## src/hw/rtl/ipv4_fwd_pkg.sv

```systemverilog
package ipv4_fwd_pkg;

  // Route table geometry
  localparam int ROUTE_ENTRIES = 16;
  localparam int IDX_W = (ROUTE_ENTRIES > 1) ? $clog2(ROUTE_ENTRIES) : 1;

  // Commands
  localparam logic [1:0] CMD_ADD   = 2'd0;
  localparam logic [1:0] CMD_HDR   = 2'd1;
  localparam logic [1:0] CMD_CLEAR = 2'd2;

  // Verdicts
  localparam logic [2:0] V_LOCAL   = 3'd0;
  localparam logic [2:0] V_FORWARD = 3'd1;
  localparam logic [2:0] V_TTL     = 3'd2;
  localparam logic [2:0] V_NOROUTE = 3'd3;
  localparam logic [2:0] V_ADDED   = 3'd4;
  localparam logic [2:0] V_FULL    = 3'd5;
  localparam logic [2:0] V_CLEARED = 3'd6;

  localparam logic [5:0] MAX_LEN = 6'd32;
  localparam logic [3:0] MIN_IHL = 4'd5;

  typedef struct packed {
    logic [1:0]  cmd;
    logic [31:0] route_dest;
    logic [5:0]  route_mask_len;
    logic [31:0] route_next_hop;
    logic [15:0] header_word;
  } req_t;

  typedef struct packed {
    logic [2:0]  verdict;
    logic [31:0] next_hop;
    logic [7:0]  new_ttl;
    logic [15:0] new_checksum;
  } rsp_t;

  // Prefix mask for a length of 0..32
  function automatic logic [31:0] prefix_mask(input logic [5:0] len);
    prefix_mask = ~(32'hffffffff >> len);
  endfunction

  // Ones'-complement 16-bit add with end-around carry
  function automatic logic [15:0] ones_add(input logic [15:0] a, input logic [15:0] b);
    logic [16:0] s;
    s = {1'b0, a} + {1'b0, b};
    ones_add = s[15:0] + {15'd0, s[16]};
  endfunction

endpackage

```

## src/hw/rtl/ipv4_forward_decision_top.sv

```systemverilog
// Channel  Dir  Handshake              Payload
// req      in   req_valid / req_stall  req_t: command, route fields, header word
// rsp      out  rsp_valid / rsp_stall  rsp_t: verdict, next hop, TTL, checksum
// cfg      in   cfg_valid / cfg_ready  local address (32 bits)
//
// An add passes one route entry per cycle through the
// shared prefix compare unit, then writes the table.
// After the last header word, a local or TTL verdict is given from the decision step;
// otherwise the longest-prefix scan runs.
// Reset (rst, synchronous) clears the valid bits, parser state and local address.
// req_stall is high while a command is in progress and while a result waits in rsp.
module ipv4_forward_decision_top
  import ipv4_fwd_pkg::*;
(
  input  logic        clk,
  input  logic        rst,
  input  logic        req_valid,
  output logic        req_stall,
  input  req_t        req,
  output logic        rsp_valid,
  input  logic        rsp_stall,
  output rsp_t        rsp,
  input  logic        cfg_valid,
  output logic        cfg_ready,
  input  logic [31:0] cfg_data
);

  localparam logic [IDX_W-1:0] LAST_IDX = IDX_W'(ROUTE_ENTRIES - 1);

  typedef enum logic [3:0] {
    S_IDLE   = 4'b0001,
    S_SCAN   = 4'b0010,
    S_FINISH = 4'b0100,
    S_DECIDE = 4'b1000
  } state_t;

  state_t state;

  // Route table
  logic [31:0] route_prefix [ROUTE_ENTRIES];
  logic [5:0]  route_length [ROUTE_ENTRIES];
  logic [31:0] route_hop    [ROUTE_ENTRIES];
  logic [ROUTE_ENTRIES-1:0] route_valid;

  // Header parser state
  logic [4:0]  word_index;
  logic [3:0]  header_length;
  logic [7:0]  ttl_seen;
  logic [31:0] dest_seen;
  logic [15:0] sum_acc;
  logic [31:0] local_address;

  // Scan state
  logic             is_add;
  logic [31:0]      key;
  logic [5:0]       key_len;
  logic [31:0]      key_hop;
  logic [IDX_W-1:0] rd_idx;
  logic             cmp_vld;
  logic [IDX_W-1:0] cmp_idx;
  logic [31:0]      rd_prefix;
  logic [5:0]       rd_len;
  logic [31:0]      rd_hop;
  logic             rd_vbit;
  logic             match_found;
  logic [IDX_W-1:0] match_idx;
  logic             free_found;
  logic [IDX_W-1:0] free_idx;
  logic             best_found;
  logic [5:0]       best_len;
  logic [31:0]      best_hop;

  logic req_acc;
  logic out_free;
  logic emit;
  rsp_t rsp_next;
  logic hit;
  logic len_eq;

  // Header word datapath
  logic [15:0] hdr_word;
  logic [3:0]  hdr_len_new;
  logic [3:0]  hdr_len_cur;
  logic [15:0] hdr_sum_base;
  logic [15:0] hdr_sum;
  logic        hdr_last;
  logic [5:0]  add_len;

  assign out_free  = !rsp_valid || !rsp_stall;
  assign req_stall = !((state == S_IDLE) && out_free);
  assign req_acc   = req_valid && !req_stall;
  assign cfg_ready = 1'b1;

  // Saturate the route length
  assign add_len = (req.route_mask_len > MAX_LEN) ? MAX_LEN : req.route_mask_len;

  // Parse one header word
  always_comb begin
    hdr_word = req.header_word;
    if (word_index == 5'd4) begin
      hdr_word = {req.header_word[15:8] - 8'd1, req.header_word[7:0]};
    end
    hdr_len_new  = (req.header_word[11:8] < MIN_IHL) ? MIN_IHL : req.header_word[11:8];
    hdr_len_cur  = (word_index == 5'd0) ? hdr_len_new : header_length;
    hdr_sum_base = (word_index == 5'd0) ? 16'd0 : sum_acc;
    hdr_sum      = (word_index == 5'd5) ? hdr_sum_base : ones_add(hdr_sum_base, hdr_word);
    hdr_last     = ({1'b0, word_index} + 6'd1) >= {1'b0, hdr_len_cur, 1'b0};
  end

  // Shared prefix compare unit
  assign hit    = rd_vbit && ((key & prefix_mask(rd_len)) == rd_prefix);
  assign len_eq = (rd_len == key_len);

  // Select the result to emit
  always_comb begin
    emit     = 1'b0;
    rsp_next = '0;
    case (state)
      S_IDLE: begin
        if (req_acc && req.cmd == CMD_CLEAR) begin
          emit             = 1'b1;
          rsp_next.verdict = V_CLEARED;
        end
      end
      S_DECIDE: begin
        if (out_free) begin
          if (dest_seen == local_address) begin
            emit             = 1'b1;
            rsp_next.verdict = V_LOCAL;
          end else if (ttl_seen == 8'd0) begin
            emit             = 1'b1;
            rsp_next.verdict = V_TTL;
          end
        end
      end
      S_FINISH: begin
        if (!cmp_vld && out_free) begin
          emit = 1'b1;
          if (is_add) begin
            rsp_next.verdict = (match_found || free_found) ? V_ADDED : V_FULL;
          end else if (best_found) begin
            rsp_next.verdict      = V_FORWARD;
            rsp_next.next_hop     = best_hop;
            rsp_next.new_ttl      = ttl_seen - 8'd1;
            rsp_next.new_checksum = ~sum_acc;
          end else begin
            rsp_next.verdict = V_NOROUTE;
          end
        end
      end
      default: begin
        emit = 1'b0;
      end
    endcase
  end

  // Sequencer and control state
  always_ff @(posedge clk) begin
    if (rst) begin
      state         <= S_IDLE;
      route_valid   <= '0;
      word_index    <= 5'd0;
      header_length <= 4'd0;
      ttl_seen      <= 8'd0;
      dest_seen     <= 32'd0;
      sum_acc       <= 16'd0;
      local_address <= 32'd0;
      rsp_valid     <= 1'b0;
      cmp_vld       <= 1'b0;
      rd_idx        <= '0;
      is_add        <= 1'b0;
      match_found   <= 1'b0;
      free_found    <= 1'b0;
      best_found    <= 1'b0;
    end else begin
      if (cfg_valid && cfg_ready) begin
        local_address <= cfg_data;
      end

      // Drain or load the result register
      if (emit) begin
        rsp_valid <= 1'b1;
      end else if (rsp_valid && !rsp_stall) begin
        rsp_valid <= 1'b0;
      end

      cmp_vld <= (state == S_SCAN);

      // Record compare outcomes
      if (cmp_vld) begin
        if (is_add) begin
          if (hit && len_eq && !match_found) begin
            match_found <= 1'b1;
          end
          if (!rd_vbit && !free_found) begin
            free_found <= 1'b1;
          end
        end else if (hit && (!best_found || rd_len > best_len)) begin
          best_found <= 1'b1;
        end
      end

      case (state)
        S_IDLE: begin
          if (req_acc) begin
            case (req.cmd)
              CMD_ADD: begin
                is_add      <= 1'b1;
                match_found <= 1'b0;
                free_found  <= 1'b0;
                rd_idx      <= '0;
                state       <= S_SCAN;
              end
              CMD_HDR: begin
                if (word_index == 5'd0) begin
                  header_length <= hdr_len_new;
                end
                if (word_index == 5'd4) begin
                  ttl_seen <= req.header_word[15:8];
                end
                if (word_index == 5'd8) begin
                  dest_seen[31:16] <= req.header_word;
                end
                if (word_index == 5'd9) begin
                  dest_seen[15:0] <= req.header_word;
                end
                sum_acc <= hdr_sum;
                if (hdr_last) begin
                  word_index <= 5'd0;
                  state      <= S_DECIDE;
                end else begin
                  word_index <= word_index + 5'd1;
                end
              end
              CMD_CLEAR: begin
                route_valid <= '0;
              end
              default: begin
                state <= S_IDLE;
              end
            endcase
          end
        end
        S_DECIDE: begin
          if (dest_seen != local_address && ttl_seen != 8'd0) begin
            is_add     <= 1'b0;
            best_found <= 1'b0;
            rd_idx     <= '0;
            state      <= S_SCAN;
          end else if (out_free) begin
            state <= S_IDLE;
          end
        end
        S_SCAN: begin
          rd_idx <= rd_idx + IDX_W'(1);
          if (rd_idx == LAST_IDX) begin
            state <= S_FINISH;
          end
        end
        S_FINISH: begin
          if (emit) begin
            if (is_add && !match_found && free_found) begin
              route_valid[free_idx] <= 1'b1;
            end
            state <= S_IDLE;
          end
        end
        default: begin
          state <= S_IDLE;
        end
      endcase
    end
  end

  // Route table read port and payload registers
  always_ff @(posedge clk) begin
    rd_prefix <= route_prefix[rd_idx];
    rd_len    <= route_length[rd_idx];
    rd_hop    <= route_hop[rd_idx];
    rd_vbit   <= route_valid[rd_idx];
    cmp_idx   <= rd_idx;

    if (state == S_IDLE && req_acc && req.cmd == CMD_ADD) begin
      key     <= req.route_dest & prefix_mask(add_len);
      key_len <= add_len;
      key_hop <= req.route_next_hop;
    end else if (state == S_DECIDE) begin
      key <= dest_seen;
    end

    if (cmp_vld) begin
      if (is_add) begin
        if (hit && len_eq && !match_found) begin
          match_idx <= cmp_idx;
        end
        if (!rd_vbit && !free_found) begin
          free_idx <= cmp_idx;
        end
      end else if (hit && (!best_found || rd_len > best_len)) begin
        best_len <= rd_len;
        best_hop <= rd_hop;
      end
    end

    // Write the route table at the end of an add
    if (state == S_FINISH && emit && is_add) begin
      if (match_found) begin
        route_hop[match_idx] <= key_hop;
      end else if (free_found) begin
        route_prefix[free_idx] <= key;
        route_length[free_idx] <= key_len;
        route_hop[free_idx]    <= key_hop;
      end
    end

    if (emit) begin
      rsp <= rsp_next;
    end
  end

  // A final header word moves the sequencer to the decision step
  a_hdr_last: assert property (@(posedge clk) disable iff (rst)
    (req_acc && req.cmd == CMD_HDR && hdr_last) |=> (state == S_DECIDE))
    else $error("final header word did not start a decision");

  // Word index never runs past a 30-word header
  a_word_range: assert property (@(posedge clk) disable iff (rst)
    word_index <= 5'd29)
    else $error("header word index out of range");

  // A clear empties the table and reports at once
  a_clear: assert property (@(posedge clk) disable iff (rst)
    (req_acc && req.cmd == CMD_CLEAR) |=>
      (route_valid == '0 && rsp_valid && rsp.verdict == V_CLEARED))
    else $error("clear did not empty the table");

  // A forward never carries a TTL that wrapped from zero
  a_fwd_ttl: assert property (@(posedge clk) disable iff (rst)
    (rsp_valid && rsp.verdict == V_FORWARD) |-> (rsp.new_ttl != 8'hff))
    else $error("forward with zero TTL");

endmodule

```

## config.mk

```make
export PLATFORM = sky130hd
export DESIGN_NAME = ipv4_forward_decision_top
export DESIGN_NICKNAME = d
export VERILOG_FILES = /design/src/hw/rtl/ipv4_fwd_pkg.sv /design/src/hw/rtl/ipv4_forward_decision_top.sv
export SDC_FILE = /design/constraint.sdc
export NUM_CORES = 2
export LEC_CHECK = 0
export ABC_AREA = 1
export BUFFER_PORTS_ARGS = -buffer_cell sky130_fd_sc_hd__buf_4
export CORE_ASPECT_RATIO = 0.9
export CORE_MARGIN = 3
export CORE_UTILIZATION = 41
export CTS_CLUSTER_DIAMETER = 50
export DETAILED_ROUTE_END_ITERATION = 7
export RECOVER_POWER = 25
export REMOVE_ABC_BUFFERS = 1
export SLEW_MARGIN = 0
export SYNTH_ARGS = -nofsm -noshare
export SYNTH_HDL_FRONTEND = slang
export SYNTH_SLANG_ARGS = --single-unit
```

## constraint.sdc

```tcl
create_clock -name clk -period 10.3 [get_ports clk]
set_input_delay 2.06 -clock clk [delete_from_list [all_inputs] [get_ports clk]]
set_output_delay 2.06 -clock clk [all_outputs]
set_load 0.05 [all_outputs]
```

==> flow_summary.toml <==
[run_status]
status = "finished with violations"
violations = "max-capacitance violations, max-slew violations"

[route]
vias_per_cell = 5.51
routed_wl_mm = 162
vias = 39287
routedWlPerCell_um = 22.8
route.detailed.drc = 0
drt_iter0_markers = 4223
dr.pass1.iters = 8
ant_nets = 0

[die]
die_y_um = 367
ios = 187
core-area_sq_mm = 0.143
die_w_um = 407
start_util = 0.416
die_area_sq_mm = 0.150
num_rows = 131

[yosys]
synth_ff_type = "edfxtp_1"
syn_area_sq_mm = 0.0595
async_flop_share = 0
ys_seq_elements = 1497
syn_avg_cell_area_sq_um = 12.0
syn_inst = 4943
synth_edf_count = 1295
yosys_warnings = 0
yosysUniqueCellTypes = 49
synth-seq-area-share = 0.722

[cts]
clkLatencyLatePin_ns = 0.80
numCtsBuffers = 160
cts.path.max_buffers = 3
clkSlewWorstSetupHoldPaths_ns = 0.06
hold_buffers = 0
post_cts_buffers = 0
cts.sinks = 1497
cts_root_buf = "clkbuf_16"
ctsResizeCount = 0
htreeDepth = 4
tritoncts = "done"

[pwr]
p_leak_nw = 23.5
p_clk_frac = 0.426
peakVddDrop_mv = 0.195
power_switching_mw = 3.31
combPwrFrac = 0.068
intPower_mw = 10.4
seq_power_share = 0.506
total_power_mw = 13.7
power_density_mw_per_mm2 = 200
sw_frac_of_total = 0.242

[sta]
layout_setup_ws_ns = 4.98
setup_violations = 0
fin_skew_ns = 0.0464
hold_viol_final = 0
slew_headroom = -0.297
worstMarginPinSlew_ns = 1.95
slew_violations = 44
max_freq_ghz = 0.188
fin_crit_sh = 0.517
post-route-min-period_ns = 5.32
rsz0062_at_grt = "false"

[layout]
nets = 5221
postLayoutCellArea_sq_mm = 0.0683
fillers = 12796
layout-drive-gt1-share = 0.111
post-route-util = 0.478
most-common-layout-cells = "edfxtp_1, nor2_1, o21ai_0, nand2_1, inv_1"
final_common_cell = "edfxtp_1"
stdcell_count = 7127
synthToLayoutAreaGrowth_pct = 14.8

[run]
drv_cap = 1

[place]
dp_cells = 6826
pre_cts_slack_ns = 4.19
globalplace.congestion = 0.870
dp_hpwl_mm = 92.5
portBuffers = 185
dpl_cell_area_sq_mm = 0.0629

[setup_path]
slowest_stage = "ha_1"
path_class = "input port to register"
r2r-end = "sum_acc[12]"
cpMostUsedCell = "nand2_1"
crit_buf_inv = 4
cp_top_family = "simple AND/OR/NAND/NOR gates"
required_ns = 10.93
r2r_start = "word_index[0]"
worstRegToRegCells = 31
worstSetupEndpointType = "register"
worst-path-max-fanout = 6
slowest_delay_ns = 0.37
rrSetupSlack_ns = 5.56
crit_path_start_kind = "input port"
arrival_ns = 5.96

[global_route]
grt_max_degree = 223
first_global_vias = 36812
grt_first_pass_wirelength_mm = 241
gr-total-overflow = 0
antenna_found_initial = 6
gr-usage-all-layers = 0.211

[min_path]
min_path_cells = 0
whs_endpoint = "best_hop[20]"
hold_start = "rd_hop[20]"
hold_class = "register to register"
==> area by class of cell <==
type                    instances  area (sq um)  share of cell area
inverters                     247           947              0.0139
flip-flops and latches       1497         42900               0.629
well taps                    1928          2410              0.0353
multi-input cells            2916         14800               0.216
diodes                          3          7.51            0.000110
clock inverters                71           933              0.0137
clock buffers                 227          4490              0.0657
repair buffers                238          1810              0.0265
==> worst max path at each step <==
stage                         start     endpoint  depth (start not counted)
after floorplan           rd_idx[0]   rd_hop[11]                          5
after global placement       req[8]  sum_acc[12]                         30
after detailed placement     req[8]  sum_acc[12]                         30
after CTS                    req[8]  sum_acc[12]                         30
after global routing         req[8]  sum_acc[12]                         30
final                        req[8]  sum_acc[12]                         30
==> layer usage <==
metal / GRT usage / vias up / share of wire
met5: 0 / - / 0
met1: 0.318 / 19602 / 0.46
li1: - / 18041 / -
met4: 0.0520 / 0 / 0.021
met2: 0.319 / 1425 / 0.44
met3: 0.0361 / 219 / 0.072
==> cell usage after synthesis, types with 2 or more instances <==
cell type  number  share of area
o21ai_0       685          0.058
a21boi_0        4        0.00050
buf_2           9        0.00076
o31ai_1         2        0.00025
nor3_1         29         0.0024
a21oi_1        87         0.0073
dfxtp_1       202          0.068
a31oi_1         3        0.00032
ha_1           35         0.0074
o221ai_1      115          0.017
nand2_1       493          0.031
nor2_2          2        0.00021
a221oi_1        4        0.00059
and2_1          3        0.00032
a211oi_1        6        0.00076
buf_1          26         0.0016
o21a_1          3        0.00038
buf_4           3        0.00038
or2_2          10         0.0011
o22ai_1       168          0.018
inv_2           7        0.00044
o211ai_1       36         0.0045
xnor2_1        37         0.0054
nor4_4          2        0.00072
clkbuf_1      244          0.015
nand3b_1        5        0.00063
o21bai_1        4        0.00050
inv_1         239          0.015
a211oi_2       28         0.0059
edfxtp_1     1295           0.65
nor2_1        897          0.057
nand3_1       205          0.017
nand4_1        15         0.0016
xor2_1         22         0.0032
a32o_1          4        0.00067
==> registers in the layout, summed over array words and instances, names as in the netlist, 59 cells and up <==
name	count
route_hop	512
route_length	96
route_prefix	512
rsp	59
==> power by group through the flow <==
stage / clock network [mW] / registers (mW) / logic [mW]
final: 5.82 / 6.92 / 0.928
after CTS: 5.91 / 6.92 / 0.927
after detailed placement: 0 / 7.05 / 0.924
after global placement: 0 / 7.04 / 0.916
after floorplan: 0 / 7.10 / 0.483
after global routing: 6.16 / 6.93 / 1.01
==> per-stage QoR <==
stage	TNS, ns	hold slack, ns
2_1_floorplan	-1254.35	0.386
3_3_place_gp	0	0.389
3_5_place_dp	0	0.389
4_1_cts	0	0.403
5_1_grt	0	0.406
6_report	0	0.401
==> worst reg2reg max path, delay by kind of cell (launching register included) <==
family / cells / cell delay [ns]
buffers and inverters: 3 / 0.36
AOI/OAI and AO/OA: 3 / 0.33
DFF: 1 / 0.46
adders and majority gates: 5 / 1.16
and+or+nand+nor: 20 / 2.27
==> kinds of logic (layout without fill, tap and decap cells) <==
logic type | count (synthesis) | after routing | share of synthesized area
AO/OA/AOI/OAI | 1154 | 1154 | 0.115
XOR/XNOR | 59 | 59 | 0.00869
adder cells (fa/ha/maj) | 36 | 36 | 0.00770
buffers and inverters | 530 | 783 | 0.0340
flip-flops | 1497 | 1497 | 0.722
other | 1 | 4 | 0.0000631
AND/OR/NAND/NOR | 1666 | 1666 | 0.113
Power figures use the tool's default switching activity.
